$ cat src/grm_pkg.sv
// ----------------------------------------------------------------------------
// grm_pkg
// Shared types and constants for the grayscale row mirror.
// ----------------------------------------------------------------------------
package grm_pkg;

	localparam int PIX_W          = 8;
	localparam int RW_W           = 13;
	localparam int MAX_WIDTH_DEF  = 4096;
	localparam int ROW_WIDTH_RST  = 640;
	localparam int BUF_DEPTH      = 3;
	localparam int BUF_PTR_W      = 2;
	localparam int BUF_CNT_W      = 2;
	localparam int LUMA_W         = 16;

	// Luma weights 0.21, 0.72 and 0.07 in unsigned Q0.8.
	localparam logic [LUMA_W-1:0] LUMA_WR = 16'd54;
	localparam logic [LUMA_W-1:0] LUMA_WG = 16'd184;
	localparam logic [LUMA_W-1:0] LUMA_WB = 16'd18;

	typedef enum logic {
		CMD_PIXEL = 1'b0,
		CMD_FLUSH = 1'b1
	} cmd_t;

	typedef struct packed {
		logic             gray_valid;
		logic [PIX_W-1:0] gray_value;
		logic             mirror_valid;
		logic [PIX_W-1:0] mirror_value;
		logic             mirror_row_end;
	} res_t;

endpackage

$ cat src/grm_out_buf.sv
// ----------------------------------------------------------------------------
// grm_out_buf
// Three-entry result buffer that decouples the output stall from the input.
// ----------------------------------------------------------------------------
module grm_out_buf (
	input  logic           clk,
	input  logic           arst_n,
	input  logic           wr_valid,
	input  grm_pkg::res_t  wr_data,
	output logic           space,
	output logic           out_valid,
	input  logic           out_ready,
	output grm_pkg::res_t  out_data
);
	import grm_pkg::*;

	res_t                 ent_q [BUF_DEPTH];
	logic [BUF_PTR_W-1:0] wptr_q;
	logic [BUF_PTR_W-1:0] rptr_q;
	logic [BUF_CNT_W-1:0] cnt_q;
	logic                 pop;
	logic [BUF_CNT_W:0]   fill;

	assign out_valid = (cnt_q != '0);
	assign pop       = out_valid & out_ready;
	assign out_data  = ent_q[rptr_q];

	// An item accepted now passes the core's first result stage before it lands
	// in the buffer; count the one already on its way.
	assign fill  = (BUF_CNT_W+1)'(cnt_q) + (BUF_CNT_W+1)'(wr_valid);
	assign space = (fill < (BUF_CNT_W+1)'(BUF_DEPTH));

	always_ff @(posedge clk) begin
		if (wr_valid) begin
			ent_q[wptr_q] <= wr_data;
		end
	end

	always_ff @(posedge clk or negedge arst_n) begin
		if (!arst_n) begin
			wptr_q <= '0;
			rptr_q <= '0;
			cnt_q  <= '0;
		end else begin
			if (wr_valid) begin
				wptr_q <= (wptr_q == BUF_PTR_W'(BUF_DEPTH - 1)) ? '0 : wptr_q + 1'b1;
			end
			if (pop) begin
				rptr_q <= (rptr_q == BUF_PTR_W'(BUF_DEPTH - 1)) ? '0 : rptr_q + 1'b1;
			end
			case ({wr_valid, pop})
				2'b10:   cnt_q <= cnt_q + 1'b1;
				2'b01:   cnt_q <= cnt_q - 1'b1;
				default: cnt_q <= cnt_q;
			endcase
		end
	end

`ifndef NO_ASSERTIONS
	a_no_overflow: assert property (@(posedge clk) disable iff (!arst_n)
		(cnt_q == BUF_CNT_W'(BUF_DEPTH)) |-> !(wr_valid && !pop))
		else $error("result buffer overflow");

	a_space_holds_off: assert property (@(posedge clk) disable iff (!arst_n)
		(!space && !pop) |=> (cnt_q != '0))
		else $error("input held off while the buffer drained");
`endif

endmodule

$ cat config.mk
export PLATFORM = sky130hd
export DESIGN_NAME = grm_out_buf
export DESIGN_NICKNAME = d
export VERILOG_FILES = /design/src/grm_pkg.sv /design/src/grm_out_buf.sv
export SDC_FILE = /design/constraint.sdc
export NUM_CORES = 1
export LEC_CHECK = 0
export BUFFER_PORTS_ARGS = -buffer_cell sky130_fd_sc_hd__buf_4
export CORE_ASPECT_RATIO = 0.5
export CORE_MARGIN = 1
export CORE_UTILIZATION = 45
export CTS_CLUSTER_SIZE = 20
export DETAILED_ROUTE_END_ITERATION = 7
export PLACE_DENSITY = 0.77
export SLEW_MARGIN = 25
export SYNTH_ARGS = -nofsm -noshare
export SYNTH_HDL_FRONTEND = slang
export SYNTH_SLANG_ARGS = --single-unit
$ cat constraint.sdc
create_clock -name clk -period 3.5 [get_ports clk]
set_clock_uncertainty 0.15 [all_clocks]
set_input_delay 0.525 -clock clk [delete_from_list [all_inputs] [get_ports clk]]
set_output_delay 0.525 -clock clk [all_outputs]
set_load 0.03 [all_outputs]
; ---- Word level (Yosys, flattened, before mapping)
; Memories as Yosys holds them, arrays and structs flattened.
; Cells that the tools add are included.
[word_totals]
regBits = 6
ram_bits = 57
in_bits = 23
output_inout_bits = 21
wordCells = 22
mem_count = 1
[memory_table]
columns = name, depth, width, rd, rd_clocked_by_memory_dff, write_ports, line_no
row1 = ent_q, 3, 19, 1, 0, 1, grm_out_buf.sv:17  ; res_t ent_q [BUF_DEPTH];
[classes]
addsub = 5
magnitude_cmp = 1
n_eq_ne = 4
muxes = 5
n_bitwise = 1
n_reduce_logical = 2
[ops]
columns = operator, count
row1 = adder 2 x 1 -> 2 bit (second input constant), 3
row2 = equality test 2 bit (second input constant), 3
row3 = 2-to-1 mux 2 bit, 2
row4 = case mux 2 bit (2 select lines), 1
row5 = nonzero test 2 bit, 2
row6 = adder 2 x 1 -> 3 bit, 1
row7 = < comparator 3 x 2 -> 1 bit (second input constant), 1
row8 = equality test 2 x 1 -> 1 bit (second input constant), 1
row9 = 2-to-1 mux 1 bit, 2
row10 = subtractor 2 x 1 -> 2 bit (second input constant), 1
row11 = bitwise AND 1 bit, 1

; ---- Longest topological paths before layout
; Gate-level depths: netlist of run 1.
[logic_depth]
ltp_word = 4
mapped_depth = 6
mapped_depth_nobuf = 6

; ---- Worst setup path before layout of run 1
; Ideal clock, no wire load.
[synth_path]
kind = input port to flip-flop
start = input wr_valid
end = memory ent_q[2][0] (netlist bit) (enable)
setup_ps = 423
t_arrival_ps = 2020
t_required_ps = 2927
slack_ps = 907
path_stages = 2
path_buffers = 0
path_cell_list = inv_2 -> nor3b_1
[synth_via]
elab_chain_cells = 2
[synth_rtl]
columns = item, line_no
row1 = start: declaration, grm_out_buf.sv:8  ; input logic wr_valid,
row2 = 2-to-1 mux 1 bit, grm_out_buf.sv:34  ; if (wr_valid) begin
row3 = 2-to-1 mux 1 bit (not written as such), grm_out_buf.sv:35  ; ent_q[wptr_q] <= wr_data;
row4 = end: declaration, grm_out_buf.sv:17
; Every way passes these cells.

==> metrics.txt, run 1 <==
Achievable Freq=a little over 400 MHz; cells after synthesis=150; Pre-antenna DRT Iters=4; Remaining Overflow, GRT=0; number of enable-type register cells in the synthesized netlist=57; Core Rows=18; maximum number of pins on one net before global-route repair=31; CP cell instances=buf_4 -> mux2i_1 -> o21ai_1 -> buf_4; crit path max fanout=14; post-synth top area cell=sky130_fd_sc_hd__edfxtp_1; Port-buffer cells=43; first-pass GRT wire length=around 6.3 mm; Die X-Extent=106 um; number of nets at the end of the flow=about 230; type of origin of the critical path=flop; proportion of netlist area held by the largest area contributor=0.706; type of the most critical hold path=input port to flop; Sum Neg Setup Slack=0 ns; fraction of final layout cells with drive strength greater than 1=0.324; startpoint of the lowest-slack register-to-register path=wptr_q[1]; synthesis warning total=0; reg-to-reg endpoint=ent_q[0][1]; share of synthesized area occupied by flip-flops and latches=0.768; number of filler cells placed in the layout=a little over 400; count of final setup violators=0; buffer depth of the longest clock path=2; worst-case vdd ir drop=between 0.3 and 0.4 mV; Place WS=roughly 1.4 ns; setup repair after global routing missed its margin=false; count of state elements after synthesis=63; power density cells=slightly below 900 nW/um2; Top FF cell, synth=sky130_fd_sc_hd__edfxtp_1; number of resized instances in the post-cts repair step=0; setup slack of the most critical reg-to-reg path=around 1.6 ns; Max H-tree Level=3; number of antenna-violating nets in the routed design=0; die extent in y=between 50 and 60 um; reported leakage power=between 1 and 1.5 nW; worst stage delay on the critical path=0.60 ns; most repeated cell in the gate-level netlist after synthesis=sky130_fd_sc_hd__edfxtp_1; cell occurring most often along the worst timing path=sky130_fd_sc_hd__buf_4; effective utilization at floorplan=0.480; hold path startpoint=wr_data[10]; critical path data required time=2.82 ns; outcome=finished clean; per-cell via count in the routed design=around 4.8; signal arrival time at the worst endpoint=around 1.8 ns; final-report max-slew violation count=0; clock transition at the register clock pins on the worst setup and hold paths after CTS=~0.070 ns; headroom to the max-slew limit=0.505; via count=~1300; clock root cell=sky130_fd_sc_hd__clkbuf_8; sink count of the clock tree=63; top-level I/O count=44; wirelength, routed=approximately 3.8 mm; CTS tree=yes; buffers inserted by post-CTS timing repair=0; final hold violations=0; Avg Synthesized Cell Area=16.2 um2; HPWL after detailed placement=roughly 2.4 mm; global-route total usage across every layer=0.155; drt initial violations=23; Worst Hold Path Cells=1; kind of cell adding the most delay to the critical path=flip-flops; Syn Nets=~180; Post-Synthesis Cell Area=roughly 2400 um2; routed length per instance=between 10 and 15 um; vias in the first global route=between 1000 and 1500; worst setup path class=flop to output port; area grow syn2layout=24.1%; Final Cycle Share=0.702; insertion delay of the later-clocked pin in the worst-skew pair=around 0.32 ns; Final min period=between 2 and 2.5 ns; number of buffers inserted during clock tree synthesis=9; cell count of the worst reg-to-reg path=2; main area contributors after synthesis=sky130_fd_sc_hd__edfxtp_1 71%, sky130_fd_sc_hd__mux2i_1 7.8%, sky130_fd_sc_hd__dfrtp_1 6.2%; standard cell core area=5040 um2; post-synthesis async set-or-reset flop share=0.0952; final estimated routing congestion in global placement=slightly above 0.8; buffering stage count on the worst path with inverters included=2; number of diodes=0; DR DRC count=0; crit path capture type=output port; post-layout worst setup margin=between 1 and 1.5 ns; measured slew at the worst slew-check pin=between 0.7 and 0.8 ns; initial antenna violation count=0; die footprint=between 5000 and 6000 um2; slowest library cell on the worst path=sky130_fd_sc_hd__dfrtp_1; top cells by instance count after synthesis=57 x sky130_fd_sc_hd__edfxtp_1, 21 x sky130_fd_sc_hd__nand2_1, 20 x sky130_fd_sc_hd__o21ai_1; post-synthesis cell type count=22; hold worst-path end=ent_q[0][10]; max-capacitance violation count=0
cells by family after synthesis:
family | synth area share
AOI/OAI and AO/OA | 0.0563
xor gates and xnor gates | 0.0108
adders and majority gates | 0.0155
buffers and inverters | 0.0227
DFF | 0.768
muxes | 0.0785
and+or+nand+nor | 0.0480
worst max path at each step:
stage	start	end	slack, ns	depth (start not counted)
floorplan	wr_valid	ent_q[2][0]	0.91	2
global placement	wr_valid	ent_q[1][18]	1.42	3
detailed placement	rptr_q[0]	out_data[2]	1.38	4
CTS	rptr_q[0]	out_data[2]	1.01	4
global route	rptr_q[0]	out_data[2]	0.91	4
finish	rptr_q[0]	out_data[2]	1.04	4
layout by cell type, fill, tap and decap left out, types with 2 or more instances in the layout:
master	instances
sky130_fd_sc_hd__a21o_1	3
sky130_fd_sc_hd__edfxtp_1	57
sky130_fd_sc_hd__ha_1	3
sky130_fd_sc_hd__o21ai_1	20
sky130_fd_sc_hd__nand2_1	21
sky130_fd_sc_hd__clkinv_2	4
sky130_fd_sc_hd__xnor2_1	2
sky130_fd_sc_hd__clkbuf_8	9
sky130_fd_sc_hd__dfrtp_1	6
sky130_fd_sc_hd__mux2i_1	19
sky130_fd_sc_hd__buf_4	47
through the flow:
stage | area, um2 | std cells | utilization | hold slack [ns] | power (mW)
2_1_floorplan | 2420 | 150 | - | 0.0794 | 1.79
6_report | 3010 | 277 | 0.596 | 0.241 | 2.63
4_1_cts | 3000 | 277 | 0.595 | 0.222 | 2.65
3_3_place_gp | 2830 | 260 | 0.561 | 0.186 | 2.13
5_1_grt | 3010 | 277 | 0.596 | 0.225 | 2.78
3_5_place_dp | 2830 | 260 | 0.561 | 0.187 | 2.15
flip-flops by register name (all words and copies together) (netlist names):
name and flops:
ent_q 57, wptr_q 2, rptr_q 2, cnt_q 2
where the power goes:
part           internal (mW)  switching (mW)  leakage, nW
Sequential             0.976          0.0943        0.600
Clock                  0.250           0.255       0.0862
Combinational          0.400           0.657        0.468
routing by layer:
metal,routed length (um),GRT usage,vias up
li1,-,-,661
met1,1660,0.167,638
met4,45,0.0926,0
met2,1950,0.281,19
met3,139,0.0484,4
met5,0,0,-
area by class of cell:
class	instances	area, um2	share of cell area
timing repair buffer	48	363	0.121
clock inverter	7	40.0	0.0133
inverter	2	7.51	0.00250
sequential	63	1860	0.619
tap	70	87.6	0.0291
multi-input combinational	78	524	0.174
clock buffer	9	124	0.0412
timing repair:
item | CTS | global route
setup endpoints to repair | 0 | 0
hold endpoints to repair | 6 | 0
hold buffers | 1 | 0
(Power assumes the default switching activity.)
==> inputs of run 2 (changes only) <==
clock period = 2.3 ns   (was 3.5 ns; I/O delays follow)
==> run 2 against run 1 <==
Compared with the run above:
- clock power is 110% higher
- critical path depth did not move
- critical endpoint is now out_data[7]
- flip-flop and latch count unchanged
==> metrics.txt, run 2 (same netlist as run 1, synthesis figures left out) <==
max-capacitance violation count=0 (unchanged); number of resized instances in the post-cts repair step=0 (unchanged); CTS tree=yes (unchanged); placed standard-cell area=2900 um2 (was 2830 um2); wl on met1=1.66 mm (about the same); final estimated routing congestion in global placement=0.720 (was 0.815); clock transition at the register clock pins on the worst setup and hold paths after CTS=0.06 ns (was 0.07 ns); leading cell type in the layout, fill and taps excluded=sky130_fd_sc_hd__edfxtp_1 (unchanged); fin area=3130 um2 (was 3010 um2); Largest register FFs=57 (unchanged); first-pass GRT wire length=6.25 mm (was 6.33 mm); DR DRC count=0 (unchanged); top-level I/O count=44 (unchanged); number of nets at the end of the flow=229 (was 228); worst-case vdd ir drop=0.664 mV (was 0.301 mV); routed length per instance=14.5 um (was 13.7 um); setup repair after global routing missed its margin=false (unchanged); worst setup path class=flop to output port (unchanged); effective utilization at floorplan=0.480 (unchanged); insertion delay of the later-clocked pin in the worst-skew pair=0.32 ns (about the same); final-report max-slew violation count=0 (unchanged); buffer depth of the longest clock path=2 (unchanged); outcome=finished clean (unchanged); number of buffers inserted during clock tree synthesis=9 (unchanged); crit path capture type=output port (unchanged); die extent in y=53.9 um (unchanged); sequential cell area=1860 um2 (unchanged); global-route total usage across every layer=0.157 (was 0.155); CP cell instances=buf_12 -> mux2i_1 -> o21ai_1 -> buf_4 (was buf_4 -> mux2i_1 -> o21ai_1 -> buf_4); count of final setup violators=0 (unchanged); vias in the first global route=1285 (was 1396); kind of cell adding the most delay to the critical path=flip-flops (unchanged); signal arrival time at the worst endpoint=1.63 ns (was 1.78 ns); Remaining Overflow, GRT=0 (unchanged); sink count of the clock tree=63 (unchanged); measured slew at the worst slew-check pin=0.382 ns (was 0.739 ns); Die X-Extent=106 um (unchanged); buffering stage count on the worst path with inverters included=2 (unchanged); crit path max fanout=15 (was 14); Final min period=between 2 and 2.5 ns; area grow syn2layout=29.3% (was 24.1%); Achievable Freq=~470 MHz; initial antenna violation count=0 (unchanged); headroom to the max-slew limit=0.744 (was 0.505); standard cell core area=5040 um2 (unchanged); drt initial violations=67 (was 23); reported leakage power=1.20 nW (was 1.15 nW); type of the most critical hold path=input port to flop (unchanged); worst stage delay on the critical path=0.58 ns (was 0.60 ns); number of filler cells placed in the layout=405 (was 409); power density cells=1400 nW/um2 (was 875 nW/um2); Place WS=0.546 ns (was 1.38 ns); WL met3=196 um (was 139 um); Pre-antenna DRT Iters=4 (unchanged); Final Cycle Share=0.923; fraction of final layout cells with drive strength greater than 1=0.322 (was 0.324); Port-buffer cells=43 (unchanged); slowest library cell on the worst path=sky130_fd_sc_hd__dfrtp_1 (unchanged); number of diodes=0 (unchanged); number of antenna-violating nets in the routed design=0 (unchanged); highest signal layer in the routed design=met4 (unchanged); area used by multi-input combinational logic=532 um2 (was 524 um2); leading cell types in the layout, fill and taps excluded=57 x sky130_fd_sc_hd__edfxtp_1, 44 x sky130_fd_sc_hd__buf_4, 21 x sky130_fd_sc_hd__nand2_1 (was 57 x sky130_fd_sc_hd__edfxtp_1, 47 x sky130_fd_sc_hd__buf_4, 21 x sky130_fd_sc_hd__nand2_1); type of origin of the critical path=flop (unchanged); critical path data required time=1.80 ns (was 2.82 ns); Core Rows=18 (unchanged); post-layout worst setup margin=0.177 ns (was 1.04 ns); wirelength, routed=4.02 mm (was 3.80 mm); Sum Neg Setup Slack=0 ns (unchanged); Final Total Pwr=4.38 mW (was 2.63 mW); via count=1323 (was 1322); die footprint=5700 um2 (unchanged); register bank with the most flops=ent_q (unchanged); per-cell via count in the routed design=4.76 (was 4.77); met2 WL post-DR=2.08 mm (was 1.95 mm); HPWL after detailed placement=2.54 mm (was 2.43 mm); Max H-tree Level=3 (unchanged); clock root cell=sky130_fd_sc_hd__clkbuf_8 (unchanged); maximum number of pins on one net before global-route repair=35 (was 31); Worst Hold Margin=0.0630 ns (was 0.241 ns); final hold violations=0 (unchanged)
-- run 2: cell count changes in the layout (fill, tap and decap cells not counted), moves of 2 or more --
| cell | previous run | this run |
|---|---|---|
| sky130_fd_sc_hd__clkbuf_1 | 0 | 2 |
| sky130_fd_sc_hd__buf_4 | 47 | 44 |
| sky130_fd_sc_hd__bufinv_16 | 0 | 2 |
| sky130_fd_sc_hd__clkinv_2 | 4 | 1 |
| sky130_fd_sc_hd__clkbuf_8 | 9 | 11 |
| sky130_fd_sc_hd__buf_12 | 0 | 4 |
-- run 2: final timing paths --
check	startpoint	to	slack, ns	cells after the start
setup / recovery	rptr_q[0]	out_data[7]	0.18	4
hold reg to reg	cnt_q[1]	cnt_q[1]	0.42	1
hold / removal	wr_data[11]	ent_q[2][11]	0.06	1
max in group asynchronous	arst_n	cnt_q[1]	1.67	2
min in group asynchronous	arst_n	wptr_q[0]	0.21	2
setup reg to reg	cnt_q[0]	cnt_q[1]	0.66	5
-- run 2: cell type report --
type,count,share of cell area
Sequential cell,63,0.594
Multi-Input combinational cell,78,0.170
Timing Repair Buffer,49,0.134
Clock buffer,13,0.0507
Tap cell,70,0.0280
Clock inverter,3,0.0208
Inverter,2,0.00240
-- run 2: timing repair --
| item | in CTS | in global routing |
|---|---|---|
| setup buffers | 0 | 0 |
| endpoints found under the hold margin | 6 | 0 |
| hold buffers | 1 | 0 |
-- run 2: metrics by stage --
step | utilization | cells
after detailed placement | 0.575 | 261
after global placement | 0.575 | 261
after floorplan | - | 150
after global routing | 0.621 | 278
final | 0.621 | 278
after CTS | 0.621 | 278
-- run 2: report_power, final --
part,leakage (nW),switching (mW),internal [mW]
Sequential,0.600,0.144,1.48
Clock,0.114,0.375,0.669
Combinational,0.490,1.02,0.685
Total,1.20,1.54,2.84
-- run 2: metal layers --
layer,vias to the layer above,GRT usage
met1,624,0.179
li1,660,-
met3,9,0.0472
met5,-,0
met4,0,0.0972
met2,30,0.272
==> inputs of run 3 (changes only) <==
CTS_BUF_LIST = sky130_fd_sc_hd__clkbuf_8   (was not set)
==> run 3 against run 2 <==
Compared with the run above:
- non-clock buffer count unchanged
- sequential share of layout area unchanged
- count of clock-buffer cells in the layout shrank 2
- die area unchanged
- via count down 0.30%
- worst hold slack barely moved
- clock power is essentially flat
- flip-flop and latch count stayed put
- worst setup slack improved by 0.0039 ns
- sequential power is essentially flat
- critical endpoint unchanged
==> metrics.txt, run 3 (same netlist as run 1, synthesis figures left out) <==
outcome=finished clean (unchanged); cell count of the worst reg-to-reg path=5 (unchanged); Flop pwr share=0.373 (was 0.372); Die X-Extent=106 um (unchanged); Final Cycle Share=0.922 (was 0.923); Worst Hold Path Cells=1 (unchanged); buffer depth of the longest clock path=2 (unchanged); sink count of the clock tree=63 (unchanged); max-capacitance violation count=0 (unchanged); leading cell type in the layout, fill and taps excluded=sky130_fd_sc_hd__edfxtp_1 (unchanged); final hold violations=0 (unchanged); worst-case vdd ir drop=0.662 mV (was 0.664 mV); final-report max-slew violation count=0 (unchanged); highest signal layer in the routed design=met4 (unchanged); via count=1319 (was 1323); Final Total Pwr=4.36 mW (was 4.38 mW); WL met3=180 um (was 196 um); Remaining Overflow, GRT=0 (unchanged); reported leakage power=1.21 nW (was 1.20 nW); headroom to the max-slew limit=0.744 (about the same); Core Rows=18 (unchanged); HPWL after detailed placement=2.54 mm (unchanged); signal arrival time at the worst endpoint=1.62 ns (was 1.63 ns); Port-buffer cells=43 (unchanged); measured slew at the worst slew-check pin=0.383 ns (was 0.382 ns); routed length per instance=14.5 um (about the same); area grow syn2layout=29.3% (unchanged); initial antenna violation count=0 (unchanged); Pre-antenna DRT Iters=4 (unchanged); startpoint of the lowest-slack register-to-register path=cnt_q[0] (unchanged); final core utilization=0.621 (unchanged); setup repair after global routing missed its margin=false (unchanged); worst setup path class=flop to output port (unchanged); clock root cell=sky130_fd_sc_hd__clkbuf_8 (unchanged); Int Power=2.83 mW (was 2.84 mW); placed cell count=261 (unchanged); count of final setup violators=0 (unchanged); vias in the first global route=1285 (unchanged); type of the most critical hold path=input port to flop (unchanged); leading cell types in the layout, fill and taps excluded=57 x sky130_fd_sc_hd__edfxtp_1, 44 x sky130_fd_sc_hd__buf_4, 21 x sky130_fd_sc_hd__nand2_1 (unchanged); effective utilization at floorplan=0.480 (unchanged); Max H-tree Level=3 (unchanged); number of resized instances in the post-cts repair step=0 (unchanged); Final min period=2.12 ns (about the same); Achievable Freq=472 MHz (was 471 MHz); critical path data required time=1.80 ns (about the same); met2 WL post-DR=2.09 mm (was 2.08 mm); global-route total usage across every layer=0.157 (unchanged); number of nets at the end of the flow=229 (unchanged); portion of total power attributed to the clock network=0.237 (was 0.239); crit path capture type=output port (unchanged); buffers inserted by post-CTS timing repair=0 (unchanged); wl on met1=1.66 mm (about the same); hold path startpoint=wr_data[11] (unchanged); final estimated routing congestion in global placement=0.720 (unchanged); number of filler cells placed in the layout=405 (unchanged); setup slack of the most critical reg-to-reg path=0.66 ns (about the same); DR DRC count=0 (unchanged); insertion delay of the later-clocked pin in the worst-skew pair=0.32 ns (about the same); fraction of final layout cells with drive strength greater than 1=0.322 (unchanged); clock transition at the register clock pins on the worst setup and hold paths after CTS=0.06 ns (about the same); reg-to-reg endpoint=cnt_q[1] (unchanged); number of antenna-violating nets in the routed design=0 (unchanged); drt initial violations=69 (was 67); number of buffers inserted during clock tree synthesis=9 (unchanged); crit path from=rptr_q[0] (unchanged); net load switching power=1.54 mW (about the same); Logic pwr share=0.390 (was 0.389); Cell Count, Final, Fillers Out=278 (unchanged); Worst Hold Margin=0.0632 ns (was 0.0630 ns); register bank with the most flops=ent_q (unchanged); wirelength, routed=4.02 mm (about the same); Largest register FFs=57 (unchanged); top-level I/O count=44 (unchanged); CTS tree=yes (unchanged); standard cell core area=5040 um2 (unchanged); Sum Neg Setup Slack=0 ns (unchanged); switching part of the total power=0.352 (about the same); number of diodes=0 (unchanged); hold worst-path end=ent_q[2][11] (unchanged); maximum number of pins on one net before global-route repair=35 (unchanged); die footprint=5700 um2 (unchanged); per-cell via count in the routed design=4.74 (was 4.76); crit path max fanout=15 (unchanged); die extent in y=53.9 um (unchanged); type of origin of the critical path=flop (unchanged); first-pass GRT wire length=6.25 mm (unchanged); power density cells=1390 nW/um2 (was 1400 nW/um2)
run 3: cell types whose count changed in the layout (fill, tap and decap cells not counted):
cell | previous run | this run
sky130_fd_sc_hd__clkbuf_1 | 2 | 0
sky130_fd_sc_hd__inv_1 | 1 | 3
run 3: layout make-up:
class                   count  area [um2]  area share
clock inverters             5        72.6      0.0232
flip-flops and latches     63        1860       0.594
multi-input cells          78         532       0.170
clock buffers              11         151      0.0483
well taps                  70        87.6      0.0280
repair buffers             49         420       0.134
inverters                   2        7.51     0.00240
run 3: power by group through the flow:
stage                     registers (mW)  clock network [mW]  logic, mW
after global routing                1.65                1.10       1.84
after global placement              1.63                   0       1.68
after CTS                           1.63                1.06       1.73
after detailed placement            1.65                   0       1.71
after floorplan                     1.58                   0       1.15
final                               1.63                1.03       1.70
run 3: worst max-delay path by stage:
stage,to,slack (ns)
after detailed placement,out_data[0],0.55
after global routing,out_data[7],0.08
final,out_data[7],0.18
after global placement,out_data[0],0.58
after CTS,out_data[7],0.14
after floorplan,space,0.42
run 3: routing by layer:
metal	global-route usage	vias up
met5	0	-
met4	0.0972	0
met3	0.0472	9
met2	0.272	29
met1	0.179	619
li1	-	662
run 3: per-stage QoR:
step / setup slack [ns] / area (um2)
after floorplan: 0.421 / 2430
after global placement: 0.581 / 2900
after detailed placement: 0.546 / 2900
after CTS: 0.143 / 3130
after global routing: 0.0817 / 3130
final: 0.180 / 3130
run 3: worst max-delay path, cell delays in order (launching register included):
cell and delay (ns):
sky130_fd_sc_hd__dfrtp_1 0.57, sky130_fd_sc_hd__buf_12 0.22, sky130_fd_sc_hd__mux2i_1 0.23, sky130_fd_sc_hd__o21ai_1 0.10
sky130_fd_sc_hd__buf_4 0.18
run 3: timing repair:
action	in CTS	in global routing
hold buffers	1	0
endpoints found under the setup margin	0	0
hold endpoints to repair	6	0
